$ cat config.mk
export PLATFORM = sky130hd
export DESIGN_NAME = mono_bitmap_three_pixel_word_packer
export DESIGN_NICKNAME = d
export VERILOG_FILES = /design/src/design/mbtp_pkg.sv /design/src/design/mono_bitmap_three_pixel_word_packer.sv /design/src/design/mbtp_front.sv /design/src/design/mbtp_queue.sv /design/src/design/mbtp_back.sv
export SDC_FILE = /design/constraint.sdc
export NUM_CORES = 1
export LEC_CHECK = 0
export ABC_AREA = 0
export BUFFER_PORTS_ARGS = -buffer_cell sky130_fd_sc_hd__buf_2
export CORE_AREA = 2 2 71 67
export DETAILED_ROUTE_END_ITERATION = 8
export DIE_AREA = 0 0 73 69
export GPL_ROUTABILITY_DRIVEN = 0
export PLACE_DENSITY = 0.82
export SLEW_MARGIN = 40
export SYNTH_ARGS = -nofsm -noshare
export SYNTH_HDL_FRONTEND = slang
export SYNTH_SLANG_ARGS = --single-unit
export TNS_END_PERCENT = 50
$ cat constraint.sdc
create_clock -name clk_i -period 4.1 [get_ports clk_i]
set_clock_uncertainty 0.2 [all_clocks]
set_input_delay 0 -clock clk_i [delete_from_list [all_inputs] [get_ports clk_i]]
set_output_delay 0 -clock clk_i [all_outputs]
set_load 0.01 [all_outputs]
$ cat src/design/mbtp_pkg.sv
// ----------------------------------------------------------------------------
// mbtp_pkg: shared types and constants of the three-pixel word packer
// Holds the job record that travels from the byte front end to the word
// sequencer, and the sizes of the job queue between them.
// ----------------------------------------------------------------------------
package mbtp_pkg;

  // Number of jobs the queue between front and back can hold.
  localparam int unsigned QDepth = 2;
  localparam int unsigned QPtrW  = (QDepth > 1) ? $clog2(QDepth) : 1;
  localparam int unsigned QCntW  = $clog2(QDepth + 1);

  // Configuration register indexes.
  localparam int unsigned CfgIdxW = 1;
  typedef enum logic [CfgIdxW-1:0] {
    CFG_BIT_ORDER  = 1'b0,
    CFG_BYTE_ORDER = 1'b1
  } cfg_idx_e;

  // One classified input byte: up to four three-pixel groups, earliest
  // group in the top bits, the number of words to emit (2 to 4) and the
  // flag of a final byte.
  typedef struct packed {
    logic [11:0] groups;
    logic [2:0]  count;
    logic        fin;
  } job_t;

  // Queue status seen by the back end.
  typedef struct packed {
    logic valid;
    job_t head;
  } q_head_t;

endpackage

$ cat src/design/mono_bitmap_three_pixel_word_packer.sv
// ----------------------------------------------------------------------------
// mono_bitmap_three_pixel_word_packer: 1 bpp bitmap to display word packer
// Cuts a stream of one-bit pixels into groups of three and emits one
// 16-bit display word per group as two bytes.
// ----------------------------------------------------------------------------
//
//   Channel  Direction  Handshake               Beat content
//   -------  ---------  ----------------------  ------------------------------
//   in       sink       in_valid_i/in_stall_o   bitmap_byte_i, final_byte_i
//   out      source     out_valid_o/out_stall_i first/second_byte, run_last,
//                                               buffer_end
//   cfg      sink       cfg_we_i                cfg_index_i, cfg_data_i
//
// Each input beat produces two to four output beats, one per cycle while
// the output is not stalled; the word sequencer that emits them is what
// sets the sustained rate.
// The words of a byte pass through the job queue and then the output
// register. Reset clears the pixel carry, the queue and the output
// valid. A stalled output only holds the sequencer; the front end keeps
// taking bytes until the two-entry job queue is full.
module mono_bitmap_three_pixel_word_packer (
  input  logic                         clk_i,
  input  logic                         rst_ni,
  // Configuration write port.
  input  logic                         cfg_we_i,
  input  logic [mbtp_pkg::CfgIdxW-1:0] cfg_index_i,
  input  logic                         cfg_data_i,
  // Input byte channel.
  input  logic                         in_valid_i,
  output logic                         in_stall_o,
  input  logic [7:0]                   bitmap_byte_i,
  input  logic                         final_byte_i,
  // Output word channel.
  output logic                         out_valid_o,
  input  logic                         out_stall_i,
  output logic [7:0]                   first_byte_o,
  output logic [7:0]                   second_byte_o,
  output logic                         run_last_o,
  output logic                         buffer_end_o
);

  logic              bit_order_q;
  logic              byte_order_q;
  logic              q_full;
  logic              push;
  logic              pop;
  mbtp_pkg::job_t    job;
  mbtp_pkg::q_head_t head;

  // Configuration registers. The user must write only while the block is
  // idle; the block does not enforce it. The datapath reads them unshadowed.
  always_ff @(posedge clk_i or negedge rst_ni) begin
    if (!rst_ni) begin
      bit_order_q  <= 1'b0;
      byte_order_q <= 1'b0;
    end else if (cfg_we_i) begin
      unique case (mbtp_pkg::cfg_idx_e'(cfg_index_i))
        mbtp_pkg::CFG_BIT_ORDER:  bit_order_q  <= cfg_data_i;
        mbtp_pkg::CFG_BYTE_ORDER: byte_order_q <= cfg_data_i;
        default:                  bit_order_q  <= bit_order_q;
      endcase
    end
  end

  // A byte is taken whenever the queue has room; the carry update happens
  // at that same edge, so the front end waits only while the queue is full.
  assign in_stall_o = q_full;
  assign push       = in_valid_i && !q_full;

  mbtp_front u_front (
    .clk_i         (clk_i),
    .rst_ni        (rst_ni),
    .bit_order_i   (bit_order_q),
    .push_i        (push),
    .bitmap_byte_i (bitmap_byte_i),
    .final_byte_i  (final_byte_i),
    .job_o         (job)
  );

  mbtp_queue u_queue (
    .clk_i  (clk_i),
    .rst_ni (rst_ni),
    .push_i (push),
    .job_i  (job),
    .pop_i  (pop),
    .full_o (q_full),
    .head_o (head)
  );

  // The sequencer pops a job when its last word enters the output register.
  mbtp_back u_back (
    .clk_i         (clk_i),
    .rst_ni        (rst_ni),
    .byte_order_i  (byte_order_q),
    .head_i        (head),
    .pop_o         (pop),
    .out_valid_o   (out_valid_o),
    .out_stall_i   (out_stall_i),
    .first_byte_o  (first_byte_o),
    .second_byte_o (second_byte_o),
    .run_last_o    (run_last_o),
    .buffer_end_o  (buffer_end_o)
  );

`ifndef SYNTHESIS
  a_out_held: assert property (@(posedge clk_i) disable iff (!rst_ni)
    (out_valid_o && out_stall_i) |=> (out_valid_o && $stable(first_byte_o)
                                      && $stable(second_byte_o)))
    else $error("top: stalled output word changed");
`endif

endmodule

$ cat src/design/mbtp_front.sv
// ----------------------------------------------------------------------------
// mbtp_front: byte front end
// Orders the pixels of each byte, joins them with the carried pixels, cuts
// the stream into three-pixel groups and keeps the leftover pixels.
// ----------------------------------------------------------------------------
module mbtp_front (
  input  logic                clk_i,
  input  logic                rst_ni,
  input  logic                bit_order_i,
  input  logic                push_i,
  input  logic [7:0]          bitmap_byte_i,
  input  logic                final_byte_i,
  output mbtp_pkg::job_t      job_o
);

  logic [1:0] carry_bits_q, carry_bits_d;
  logic [1:0] carry_count_q, carry_count_d;
  logic [7:0] pix;
  logic [9:0] stream;

  // Pixel order: bit 7 first, or bit 0 first when the byte is reversed.
  always_comb begin
    for (int i = 0; i < 8; i++) begin
      pix[i] = bit_order_i ? bitmap_byte_i[7-i] : bitmap_byte_i[i];
    end
  end

  // The stream is left-aligned in ten bits, earliest pixel at bit 9, with
  // zero pixels after its end so that a partial group is already padded.
  always_comb begin
    stream        = {pix, 2'b00};
    job_o.count   = final_byte_i ? 3'd3 : 3'd2;
    carry_bits_d  = pix[1:0];
    carry_count_d = 2'd2;
    unique case (carry_count_q)
      2'd1: begin
        stream        = {carry_bits_q[0], pix, 1'b0};
        job_o.count   = 3'd3;
        carry_bits_d  = 2'b00;
        carry_count_d = 2'd0;
      end
      2'd2: begin
        stream        = {carry_bits_q, pix};
        job_o.count   = final_byte_i ? 3'd4 : 3'd3;
        carry_bits_d  = {1'b0, pix[0]};
        carry_count_d = 2'd1;
      end
      default: begin
        stream        = {pix, 2'b00};
        job_o.count   = final_byte_i ? 3'd3 : 3'd2;
        carry_bits_d  = pix[1:0];
        carry_count_d = 2'd2;
      end
    endcase
    if (final_byte_i) begin
      carry_bits_d  = 2'b00;
      carry_count_d = 2'd0;
    end
    job_o.groups = {stream, 2'b00};
    job_o.fin    = final_byte_i;
  end

  always_ff @(posedge clk_i or negedge rst_ni) begin
    if (!rst_ni) begin
      carry_bits_q  <= 2'b00;
      carry_count_q <= 2'd0;
    end else if (push_i) begin
      carry_bits_q  <= carry_bits_d;
      carry_count_q <= carry_count_d;
    end
  end

`ifndef SYNTHESIS
  a_carry_range: assert property (@(posedge clk_i) disable iff (!rst_ni)
    carry_count_q != 2'd3)
    else $error("front: carry count out of range");
`endif

endmodule

$ cat src/design/mbtp_queue.sv
// ----------------------------------------------------------------------------
// mbtp_queue: job queue
// A small register queue that lets the front end keep taking bytes while
// the back end is still emitting words of earlier ones.
// ----------------------------------------------------------------------------
module mbtp_queue (
  input  logic              clk_i,
  input  logic              rst_ni,
  input  logic              push_i,
  input  mbtp_pkg::job_t    job_i,
  input  logic              pop_i,
  output logic              full_o,
  output mbtp_pkg::q_head_t head_o
);

  localparam int unsigned PtrW = mbtp_pkg::QPtrW;
  localparam int unsigned CntW = mbtp_pkg::QCntW;
  localparam logic [PtrW-1:0] LastPtr = PtrW'(mbtp_pkg::QDepth - 1);
  localparam logic [CntW-1:0] Full    = CntW'(mbtp_pkg::QDepth);

  mbtp_pkg::job_t  mem_q [mbtp_pkg::QDepth];
  logic [PtrW-1:0] wr_q, rd_q;
  logic [CntW-1:0] cnt_q;

  assign full_o       = (cnt_q == Full);
  assign head_o.valid = (cnt_q != '0);
  assign head_o.head  = mem_q[rd_q];

  always_ff @(posedge clk_i) begin
    if (push_i) begin
      mem_q[wr_q] <= job_i;
    end
  end

  always_ff @(posedge clk_i or negedge rst_ni) begin
    if (!rst_ni) begin
      wr_q  <= '0;
      rd_q  <= '0;
      cnt_q <= '0;
    end else begin
      if (push_i) begin
        wr_q <= (wr_q == LastPtr) ? '0 : wr_q + PtrW'(1);
      end
      if (pop_i) begin
        rd_q <= (rd_q == LastPtr) ? '0 : rd_q + PtrW'(1);
      end
      unique case ({push_i, pop_i})
        2'b10:   cnt_q <= cnt_q + CntW'(1);
        2'b01:   cnt_q <= cnt_q - CntW'(1);
        default: cnt_q <= cnt_q;
      endcase
    end
  end

`ifndef SYNTHESIS
  a_no_overflow: assert property (@(posedge clk_i) disable iff (!rst_ni)
    !(push_i && full_o && !pop_i))
    else $error("queue: push into a full queue");
  a_no_underflow: assert property (@(posedge clk_i) disable iff (!rst_ni)
    pop_i |-> head_o.valid)
    else $error("queue: pop from an empty queue");
`endif

endmodule

$ cat src/design/mbtp_back.sv
// ----------------------------------------------------------------------------
// mbtp_back: word sequencer
// Walks the groups of the job at the head of the queue, one display word a
// cycle while the output is not stalled, into the output register.
// ----------------------------------------------------------------------------
module mbtp_back (
  input  logic              clk_i,
  input  logic              rst_ni,
  input  logic              byte_order_i,
  input  mbtp_pkg::q_head_t head_i,
  output logic              pop_o,
  output logic              out_valid_o,
  input  logic              out_stall_i,
  output logic [7:0]        first_byte_o,
  output logic [7:0]        second_byte_o,
  output logic              run_last_o,
  output logic              buffer_end_o
);

  localparam logic [15:0] Pix0Mask = 16'h00F8;
  localparam logic [15:0] Pix1Mask = 16'hC007;
  localparam logic [15:0] Pix2Mask = 16'h1F00;

  logic [1:0]  idx_q, idx_d;
  logic        out_valid_q;
  logic [7:0]  first_q, second_q;
  logic        run_last_q, buffer_end_q;
  logic        load;
  logic        last;
  logic [2:0]  grp;
  logic [15:0] word;

  assign load = head_i.valid && (!out_valid_q || !out_stall_i);
  assign last = ({1'b0, idx_q} == (head_i.head.count - 3'd1));
  assign pop_o = load && last;

  always_comb begin
    unique case (idx_q)
      2'd0:    grp = head_i.head.groups[11:9];
      2'd1:    grp = head_i.head.groups[8:6];
      2'd2:    grp = head_i.head.groups[5:3];
      default: grp = head_i.head.groups[2:0];
    endcase
    word = ({16{grp[2]}} & Pix0Mask) | ({16{grp[1]}} & Pix1Mask)
         | ({16{grp[0]}} & Pix2Mask);
    idx_d = last ? 2'd0 : idx_q + 2'd1;
  end

  always_ff @(posedge clk_i or negedge rst_ni) begin
    if (!rst_ni) begin
      idx_q       <= 2'd0;
      out_valid_q <= 1'b0;
    end else begin
      if (load) begin
        idx_q <= idx_d;
      end
      if (load) begin
        out_valid_q <= 1'b1;
      end else if (!out_stall_i) begin
        out_valid_q <= 1'b0;
      end
    end
  end

  always_ff @(posedge clk_i) begin
    if (load) begin
      first_q      <= byte_order_i ? word[15:8] : word[7:0];
      second_q     <= byte_order_i ? word[7:0] : word[15:8];
      run_last_q   <= last;
      buffer_end_q <= last && head_i.head.fin;
    end
  end

  assign out_valid_o   = out_valid_q;
  assign first_byte_o  = first_q;
  assign second_byte_o = second_q;
  assign run_last_o    = run_last_q;
  assign buffer_end_o  = buffer_end_q;

`ifndef SYNTHESIS
  a_idx_in_job: assert property (@(posedge clk_i) disable iff (!rst_ni)
    head_i.valid |-> ({1'b0, idx_q} < head_i.head.count))
    else $error("back: word index past the end of the job");
  a_end_is_last: assert property (@(posedge clk_i) disable iff (!rst_ni)
    (out_valid_q && buffer_end_q) |-> run_last_q)
    else $error("back: buffer end on a word that is not the last of its byte");
`endif

endmodule

==> results.py, run 1 <==
metrics = {
    "detailed_routing": {
        "firstDrtPassIters": 4,
        "drtAntennaViolNets": 0,
        "drc": 0,
        "num_vias": 1577,
        "drt-initial-drc-count": 84,
        "totalWireLength_mm": 3.921,
        "viasPerCell": 5.476,
        "wire_per_inst_um": 13.61,
    },
    "global_routing": {
        "grt_max_degree": 22,
        "grt_first_pass_wirelength_mm": 6.768,
        "overflow": 0,
        "track_usage_pct": 17.56,
        "antenna_found_initial": 0,
        "grt_pass1_vias": 1503,
    },
    "cells_and_area": {
        "nets": 261,
        "drive_gt1_share_pct": 25.63,
        "area.growth.synth_to_final_pct": 14.16,
        "antenna_cells": 0,
    },
    "worst_setup_path": {
        "crit_type": "reg2reg",
        "cp_slowest_stage_delay_ns": 0.69,
        "endpoint_kind": "flip-flop",
        "crit_arrival_ns": 2.71,
        "path_buf_inv": 1,
        "cp_cell_sequence": "mux2i_2 -> ha_1 -> xor2_1 -> nand4_1 -> inv_1 -> ha_1 -> nor2_1 -> xnor2_1",
        "start_kind": "flip-flop",
        "required_ns": 4.13,
        "crit_top_cell": "ha_1",
        "path_delay_family": "flip-flops",
        "cp_max_fo": 13,
        "cp_slowest_cell": "dfrtp_1",
    },
    "sta": {
        "min_period_ns": 2.683,
        "report.final.hold_viol_count": 0,
        "rsz0062_at_grt": "false",
        "slew_viol_final": 0,
        "finalSetupTns_ns": 0,
        "worst_pin_slew_ns": 0.7241,
        "layout_setup_ws_ns": 1.417,
        "hold_slack_ns": 0.01306,
        "clock.fmax_mhz": 372.7,
        "timing.final.crit_share_pct": 65.45,
        "finalSetupViolCount": 0,
        "relSlewSlack_pct": 51.72,
    },
    "synth": {
        "synth_cell_types": 39,
        "seq_area_frac_synth_pct": 59.07,
        "synth_warnings": 0,
        "syn_area_sq_um": 2482,
        "synth_edf_count": 38,
        "ys_ff_latch": 51,
        "synth_cells": 199,
        "async_flop_share_pct": 25.49,
        "synth.avg_cell_area_sq_um": 12.47,
        "synth.net_count": 223,
        "ys.flop_type": "edfxtp_1",
    },
    "die": {
        "fp-row-count": 23,
        "fp.dieH_um": 69,
        "pin_count": 36,
        "die-area_sq_um": 5037,
        "core_area_sq_um": 4288,
        "start_util_pct": 57.89,
        "die_width_um": 73,
    },
    "cts": {
        "clockBufferDepth": 2,
        "path_clk_slew_ns": 0.09,
        "cts_sinks": 51,
        "cts_made_buffers": 5,
        "cts_tree": "yes",
        "cts-root-buf": "clkbuf_8",
        "cts_max_level": 2,
        "post_cts_buffers": 0,
        "clk_latency_ns": 0.30,
    },
    "placed_design": {
        "dp_hpwl_mm": 2.884,
        "portBuffers": 35,
        "pre_cts_slack_ns": 1.438,
    },
    "pwr": {
        "p_per_area_nw_per_um2": 447.8,
        "totalPowerFinal_uw": 1269,
        "p_leak_uw": 0.001089,
        "ir_worst_vdd_uv": 231.6,
    },
    "job": {
        "cap_violations": 0,
    },
    "min_path": {
        "hold_path_class": "in2reg",
    },
    "outcome": {
        "status": "completed",
    },
}
## sequential cells by signal, indices dropped and copies added (netlist names), 2 cells and up
signal	cells
u_back.first_byte_o	4
u_queue.cnt_q	2
u_queue.mem_q	28
u_back.second_byte_o	4
u_front.carry_bits_q	2
u_back.idx_q	2
u_front.carry_count_q	2
## metrics by stage
stage / utilization [%] / std cells / area, sq um
after floorplan: - / 199 / 2482
after global placement: 61.28 / 269 / 2628
after detailed placement: 61.39 / 269 / 2633
after CTS: 66.09 / 288 / 2834
after global routing: 66.09 / 288 / 2834
final: 66.09 / 288 / 2834
## cell families after synthesis
kind of cell	after synthesis	share of synthesized area [%]
AND/OR/NAND/NOR	49	9.778
buffers and inverters	24	5.242
adder cells (fa/ha/maj)	8	4.032
multiplexers	18	7.913
AO/OA/AOI/OAI	40	10.48
flip-flops	51	59.07
XOR/XNOR	9	3.478
## worst reg2reg max path, delay by kind of cell (launching register included)
| family | cells | cell delay [ns] |
|---|---|---|
| xor+xnor | 2 | 0.35 |
| flops | 1 | 0.69 |
| mux | 1 | 0.37 |
| buf+inv | 1 | 0.11 |
| fa+ha+maj | 2 | 0.55 |
| simple gates | 2 | 0.34 |
## cell usage after synthesis (2+ instances only)
cell	n	area, sq um
buf_2	2	10.01
o21ai_1	2	10.01
xnor2_1	6	52.55
mux2_2	10	112.6
ha_1	8	100.1
o21ai_0	14	70.07
nor2b_1	3	18.77
buf_4	8	60.06
nor2_1	11	41.29
mux2i_1	7	70.07
nand2b_1	4	25.02
a21oi_1	2	10.01
a22oi_1	13	97.59
clkbuf_1	5	18.77
nor3_1	4	20.02
edfxtp_1	38	1141
inv_1	8	30.03
xor2_1	2	17.52
and2_1	2	12.51
o31ai_1	2	15.01
nand2_1	18	67.56
dfrtp_1	13	325.3
## layout make-up
cell class                      count  area (sq um)
Clock buffer                        5         68.82
Clock inverter                      3         22.52
Fill cell                         312          1454
Inverter                            8         30.03
Multi-Input combinational cell    124         890.9
Sequential cell                    51          1466
Tap cell                           50         62.56
Timing Repair Buffer               47         292.8
## report_power, final
part,leakage (uW),internal [uW],switching (uW)
Clock,0.0000485,122,164
Combinational,0.000545,149,182
Sequential,0.000495,615,37.0
## layout by cell type, fill, tap and decap left out, types with 3 or more instances in the layout
master         count
dlygate4sd3_1     11
inv_1              8
nor2b_1            3
nand2b_1           4
a22oi_1           13
ha_1               8
clkbuf_8           5
dfrtp_1           13
edfxtp_1          38
nor2_1             9
buf_2             35
mux2i_1            7
nand2_1           18
mux2_2            10
o21ai_0           14
nor3_1             4
xnor2_1            6
## repair_timing
item | in CTS | in global routing
hold buffers | 11 | 0
endpoints found under the setup margin | 0 | 0
hold endpoints to repair | 36 | 0
gates resized for setup | 0 | 0
## path summary, 6_finish.rpt
path,from,endpoint,slack (ns),depth (start not counted)
setup / recovery,u_queue.rd_q,u_queue.cnt_q[1],1.42,8
hold / removal,bitmap_byte_i[5],u_queue.mem_q[1][11],0.01,4
setup reg to reg,u_queue.rd_q,u_queue.cnt_q[1],1.42,8
hold reg to reg,u_queue.cnt_q[1],u_back.out_valid_o,0.31,2
max in group asynchronous,rst_ni,u_back.idx_q[1],2.76,3
min in group asynchronous,rst_ni,u_front.carry_count_q[1],0.55,3
## per-layer routing
| metal | up-vias | GRT usage, % | wire length [um] |
|---|---|---|---|
| met5 | - | 0 | 0 |
| met4 | 0 | 8.025 | 56 |
| met3 | 5 | 3.801 | 243 |
| met2 | 56 | 27.13 | 1852 |
| met1 | 729 | 23.59 | 1770 |
| li1 | 787 | - | - |
No activity file was read; power rests on OpenSTA's default activity.
==> run 2, diff against run 1 <==
CORE_AREA = 2 2 77 72   (was 2 2 71 67)
DIE_AREA = 0 0 79 74   (was 0 0 73 69)
PLACE_DENSITY = 0.74   (was 0.82)
clock period = 2.15 ns   (was 4.1 ns; I/O delays follow)
==> run 2 against run 1 <==
Hold slack improved by 0.017 ns. Clock-buffer cell count up 1. Cell area is 3.6% higher. Highest routed layer unchanged. Final cell count grew 9.7%. Register-to-register slack got worse by 1.3 ns. Largest power group unchanged. Utilization down 8.1 points. Non-clock buffer count increased by 11. Clock power grew 77%.
==> results.py, run 2 (synthesized netlist as in run 1, its figures left out) <==
metrics = {
    "detailed_routing": {
        "firstDrtPassIters": 4,
        "drt-initial-drc-count": 61,
        "wire_per_inst_um": 13.02,
        "totalWireLength_mm": 4.113,
        "viasPerCell": 5.054,
        "drtAntennaViolNets": 0,
        "drc": 0,
        "num_vias": 1597,
    },
    "cells_and_area": {
        "area.growth.synth_to_final_pct": 18.30,
        "antenna_cells": 0,
        "drive_gt1_share_pct": 30.52,
        "stdcell_count": 316,
        "final_common_cell": "edfxtp_1",
        "largest_register_ffs": 28,
        "nets": 272,
        "fin_util_pct": 57.95,
        "design_area_sq_um": 2937,
        "mostFrequentLayoutCells": "edfxtp_1 (38), buf_2 (35), nand2_1 (18)",
        "n_fill_cell": 430,
        "regMostFlops": "u_queue.mem_q",
    },
    "cts": {
        "clk_latency_ns": 0.29,
        "cts-root-buf": "clkbuf_8",
        "cts_made_buffers": 5,
        "clockBufferDepth": 2,
        "cts_tree": "yes",
        "cts_sinks": 51,
        "path_clk_slew_ns": 0.09,
        "cts_max_level": 2,
    },
    "die": {
        "pin_count": 36,
        "fp.dieH_um": 74,
        "core_area_sq_um": 5067,
        "start_util_pct": 48.99,
        "die_width_um": 79,
        "fp-row-count": 25,
        "die-area_sq_um": 5846,
    },
    "placed_design": {
        "dpl-instance-area_sq_um": 2736,
        "dp_hpwl_mm": 3.084,
        "portBuffers": 35,
        "pre_cts_slack_ns": -0.01053,
        "post-place-cells": 297,
    },
    "sta": {
        "clock.fmax_mhz": 480.3,
        "rsz0062_at_grt": "true",
        "min_period_ns": 2.082,
        "finalSetupViolCount": 0,
        "layout_setup_ws_ns": 0.06800,
        "relSlewSlack_pct": 51.21,
        "timing.final.crit_share_pct": 96.84,
        "report.final.hold_viol_count": 0,
        "worst_pin_slew_ns": 0.7311,
        "slew_viol_final": 0,
    },
    "pwr": {
        "ir_worst_vdd_uv": 394.3,
        "p_per_area_nw_per_um2": 814.2,
        "p_leak_uw": 0.001134,
    },
    "global_routing": {
        "met3_usage_pct": 3.641,
        "overflow": 0,
        "track_usage_pct": 15.80,
        "grt_max_degree": 21,
        "grtUsageMet2_pct": 27.12,
        "grt_busiest_layer": "met2",
        "met1_usage_pct": 19.95,
        "grt_first_pass_wirelength_mm": 7.079,
        "grt_pass1_vias": 1579,
        "antenna_found_initial": 0,
    },
    "worst_setup_path": {
        "cp_cell_sequence": "mux2i_2 -> ha_1 -> xor2_1 -> nand4_1 -> inv_1 -> ha_4 -> xnor2_1 -> nor2_2 -> xnor2_1",
        "required_ns": 2.14,
        "cp_max_fo": 4,
        "cp_slowest_stage_delay_ns": 0.41,
        "crit_arrival_ns": 2.07,
        "crit_top_cell": "xnor2_1",
        "endpoint_kind": "flip-flop",
        "r2r_slack_ns": 0.07,
        "rr_worst_depth": 9,
        "crit_type": "reg2reg",
        "endpoint": "u_queue.cnt_q[1]",
        "r2r_start": "u_queue.rd_q",
        "crit_start": "u_queue.rd_q",
        "regToRegEndpoint": "u_queue.cnt_q[1]",
        "cp_slowest_cell": "dfrtp_2",
        "start_kind": "flip-flop",
    },
    "min_path": {
        "min-delay-start": "bitmap_byte_i[6]",
        "hold_path_class": "in2reg",
    },
    "outcome": {
        "status": "completed",
    },
    "job": {
        "cap_violations": 0,
    },
}
==> run 2: changes by cell type in the layout (fill, tap and decap cells not counted), sizes merged <==
cell	delta
buf	+14
dlygate4sd3	-3
clkbuf	+1
inv	-1
==> run 2: what timing repair did <==
action	CTS	global route
gates resized for setup	2	2
setup endpoints to repair	1	8
pin swaps	3	0
endpoints found under the hold margin	24	0
hold buffers	8	0
buffers inserted	3	0
==> run 2: stage by stage <==
stage | power, uW | hold WS [ns] | TNS (ns)
after global routing | 2537 | 0.06084 | -0.07208
after global placement | 1879 | -0.2830 | 0
after CTS | 2412 | 0.02212 | 0
final | 2391 | 0.02989 | 0
after detailed placement | 1895 | -0.2886 | -0.01053
after floorplan | 1753 | -0.4956 | -0.01514
==> run 2: worst min-delay path by stage <==
stage | to | slack, ns | cells after the start
floorplan | bit_order_q | -0.50 | 0
global placement | u_front.carry_count_q[1] | -0.28 | 1
detailed placement | u_front.carry_count_q[1] | -0.29 | 1
CTS | u_queue.mem_q[0][9] | 0.02 | 4
global route | u_front.carry_bits_q[1] | 0.06 | 4
finish | u_front.carry_bits_q[1] | 0.03 | 4
==> run 2: area by class of cell <==
| class | count | area [sq um] | share of cell area (%) |
|---|---|---|---|
| sequential | 51 | 1469 | 50.02 |
| multi-input combinational | 124 | 905.9 | 30.85 |
| timing repair buffer | 58 | 367.9 | 12.53 |
| tap | 67 | 83.83 | 2.855 |
| clock buffer | 6 | 72.57 | 2.471 |
| inverter | 8 | 30.03 | 1.023 |
| clock inverter | 2 | 7.507 | 0.2556 |
==> run 2: layer usage <==
metal	up-vias	share of wire (%)
li1	812	-
met1	737	47
met2	44	48
met3	4	4.7
met4	0	0.92
met5	-	0
==> run 2: where the power goes <==
part           switching (uW)  total (uW)  internal [uW]
Sequential               69.7        1240           1170
Clock                     283         505            222
Combinational             350         641            291
==> run 2: worst max-delay path, delay by kind of cell, from the launching register on <==
| family | cells | cell delay [ns] |
|---|---|---|
| adder cells (fa/ha/maj) | 2 | 0.39 |
| AND/OR/NAND/NOR | 2 | 0.20 |
| multiplexers | 1 | 0.24 |
| flip-flops | 1 | 0.41 |
| XOR/XNOR | 3 | 0.42 |
| buffers and inverters | 1 | 0.12 |
==> run 3, diff against run 2 <==
CELL_PAD_IN_SITES_DETAIL_PLACEMENT = 0   (was unset)
CELL_PAD_IN_SITES_GLOBAL_PLACEMENT = 1   (was unset)
CORE_AREA = 2 2 86 79   (was 2 2 77 72)
DIE_AREA = 0 0 88 81   (was 0 0 79 74)
==> run 3 against run 2 <==
Routed wire length rose by 3.9%. Total power rose by 3.5%. Cell area rose by 3.0%. Clock-buffer cell count fell by 1. Hold slack got worse by 0.0042 ns. Worst setup slack got worse by 0.059 ns. Maximum frequency fell by 2.8%. Register-to-register slack got worse by 0.06 ns. Utilization fell by 10 points. Critical path type unchanged. Critical endpoint unchanged. Largest cell class unchanged. Largest power group unchanged.
==> results.py, run 3 (synthesized netlist as in run 1, its figures left out) <==
metrics = {
    "sta": {
        "finalSetupViolCount": 0,
        "timing.final.crit_share_pct": 99.59,
        "clock.fmax_mhz": 467.0,
        "relSlewSlack_pct": 54.12,
        "report.final.hold_viol_count": 0,
        "layout_setup_ws_ns": 0.008793,
        "rsz0062_at_grt": "true",
        "worst_pin_slew_ns": 0.6874,
        "slew_viol_final": 0,
        "min_period_ns": 2.141,
        "finalSetupTns_ns": 0,
    },
    "pwr": {
        "p_per_area_nw_per_um2": 818.1,
        "ir_worst_vdd_uv": 344.4,
        "totalPowerFinal_uw": 2475,
        "p_leak_uw": 0.001164,
    },
    "cells_and_area": {
        "nets": 274,
        "drive_gt1_share_pct": 32.67,
        "final_common_cell": "edfxtp_1",
        "multi_input_area_sq_um": 933.4,
        "seqCellArea_sq_um": 1468,
        "n_fill_cell": 566,
        "antenna_cells": 0,
        "area.growth.synth_to_final_pct": 21.87,
        "regMostFlops": "u_queue.mem_q",
        "largest_register_ffs": 28,
        "mostFrequentLayoutCells": "edfxtp_1 (38), buf_2 (35), nand2_1 (18)",
    },
    "worst_setup_path": {
        "required_ns": 2.15,
        "cp_slowest_cell": "dfrtp_2",
        "start_kind": "flip-flop",
        "cp_max_fo": 4,
        "endpoint_kind": "flip-flop",
        "cp_cell_sequence": "mux2i_2 -> ha_1 -> xor2_1 -> nand4_1 -> inv_2 -> ha_4 -> xnor2_2 -> nor2_4 -> xnor2_1",
        "cp_slowest_stage_delay_ns": 0.43,
        "crit_type": "reg2reg",
        "crit_arrival_ns": 2.14,
    },
    "placed_design": {
        "dp_hpwl_mm": 3.085,
        "portBuffers": 35,
        "pre_cts_slack_ns": -0.01480,
    },
    "die": {
        "fp-row-count": 28,
        "pin_count": 36,
        "start_util_pct": 39.15,
        "die-area_sq_um": 7128,
        "fp.dieH_um": 81,
        "core_area_sq_um": 6341,
        "die_width_um": 88,
    },
    "cts": {
        "cts-root-buf": "clkbuf_8",
        "cts_tree": "yes",
        "cts_sinks": 51,
        "cts_max_level": 2,
        "clockBufferDepth": 2,
        "cts_made_buffers": 5,
        "path_clk_slew_ns": 0.10,
        "clk_latency_ns": 0.31,
    },
    "detailed_routing": {
        "viasPerCell": 4.698,
        "totalWireLength_mm": 4.273,
        "drc": 0,
        "drtAntennaViolNets": 0,
        "num_vias": 1602,
        "firstDrtPassIters": 4,
        "wire_per_inst_um": 12.53,
        "drt-initial-drc-count": 80,
    },
    "global_routing": {
        "track_usage_pct": 13.10,
        "antenna_found_initial": 0,
        "grt_pass1_vias": 1538,
        "grt_first_pass_wirelength_mm": 7.065,
        "grt_max_degree": 21,
        "overflow": 0,
    },
    "job": {
        "cap_violations": 0,
    },
    "min_path": {
        "hold_path_class": "in2reg",
    },
    "outcome": {
        "status": "completed",
    },
}
==> run 3: routing by layer <==
| layer | vias up | GRT usage (%) | share of wire (%) |
|---|---|---|---|
| li1 | 814 | - | - |
| met1 | 738 | 17.21 | 49 |
| met2 | 45 | 20.83 | 45 |
| met3 | 5 | 3.659 | 4.8 |
| met4 | 0 | 4.615 | 1.4 |
| met5 | - | 0 | 0 |
==> run 3: path summary, 6_finish.rpt <==
path	cells past startpoint	end	slack [ns]	from
max	9	u_queue.cnt_q[1]	0.009	u_queue.rd_q
min	4	u_queue.mem_q[1][11]	0.03	bitmap_byte_i[5]
max reg2reg	9	u_queue.cnt_q[1]	0.009	u_queue.rd_q
min reg2reg	2	u_front.carry_bits_q[1]	0.30	u_front.carry_bits_q[1]
max in group asynchronous	3	u_queue.rd_q	0.73	rst_ni
min in group asynchronous	3	u_front.carry_bits_q[0]	0.57	rst_ni
==> run 3: layout make-up <==
class	instances	share of cell area [%]
Multi-Input combinational cell	124	30.85
Clock inverter	3	0.7444
Inverter	8	0.9926
Sequential cell	51	48.51
Clock buffer	5	2.275
Tap cell	90	3.722
Timing Repair Buffer	60	12.90
==> run 3: report_power, final <==
part,total (uW),leakage (uW),switching (uW),internal [uW]
Combinational,675,0.000622,367,308
Sequential,1230,0.000493,59.4,1170
Clock,568,0.0000489,332,236
Total,2480,0.00116,759,1720
==> run 3: timing repair <==
item / 4_1_cts / 5_1_grt
pin swaps: 0 / 4
hold buffers: 11 / 0
buffers inserted: 0 / 2
setup endpoints to repair: 1 / 3
hold endpoints to repair: 27 / 0
resized for setup: 1 / 9
cloned: 0 / 0
==> run 3: critical path, delay by kind of cell (launching register included) <==
family	cells	cell delay [ns]
xor gates and xnor gates	3	0.40
adders and majority gates	2	0.41
buffers and inverters	1	0.11
DFF	1	0.43
muxes	1	0.26
and+or+nand+nor	2	0.22
==> run 3: stage by stage <==
stage	cell area (sq um)	std cells	hold slack (ns)	util (%)
floorplan	2482	199	-0.4956	-
global placement	2760	320	-0.2820	43.53
detailed placement	2765	320	-0.2804	43.61
CTS	2968	339	0.02127	46.80
global route	3025	341	0.04333	47.71
finish	3025	341	0.02565	47.71
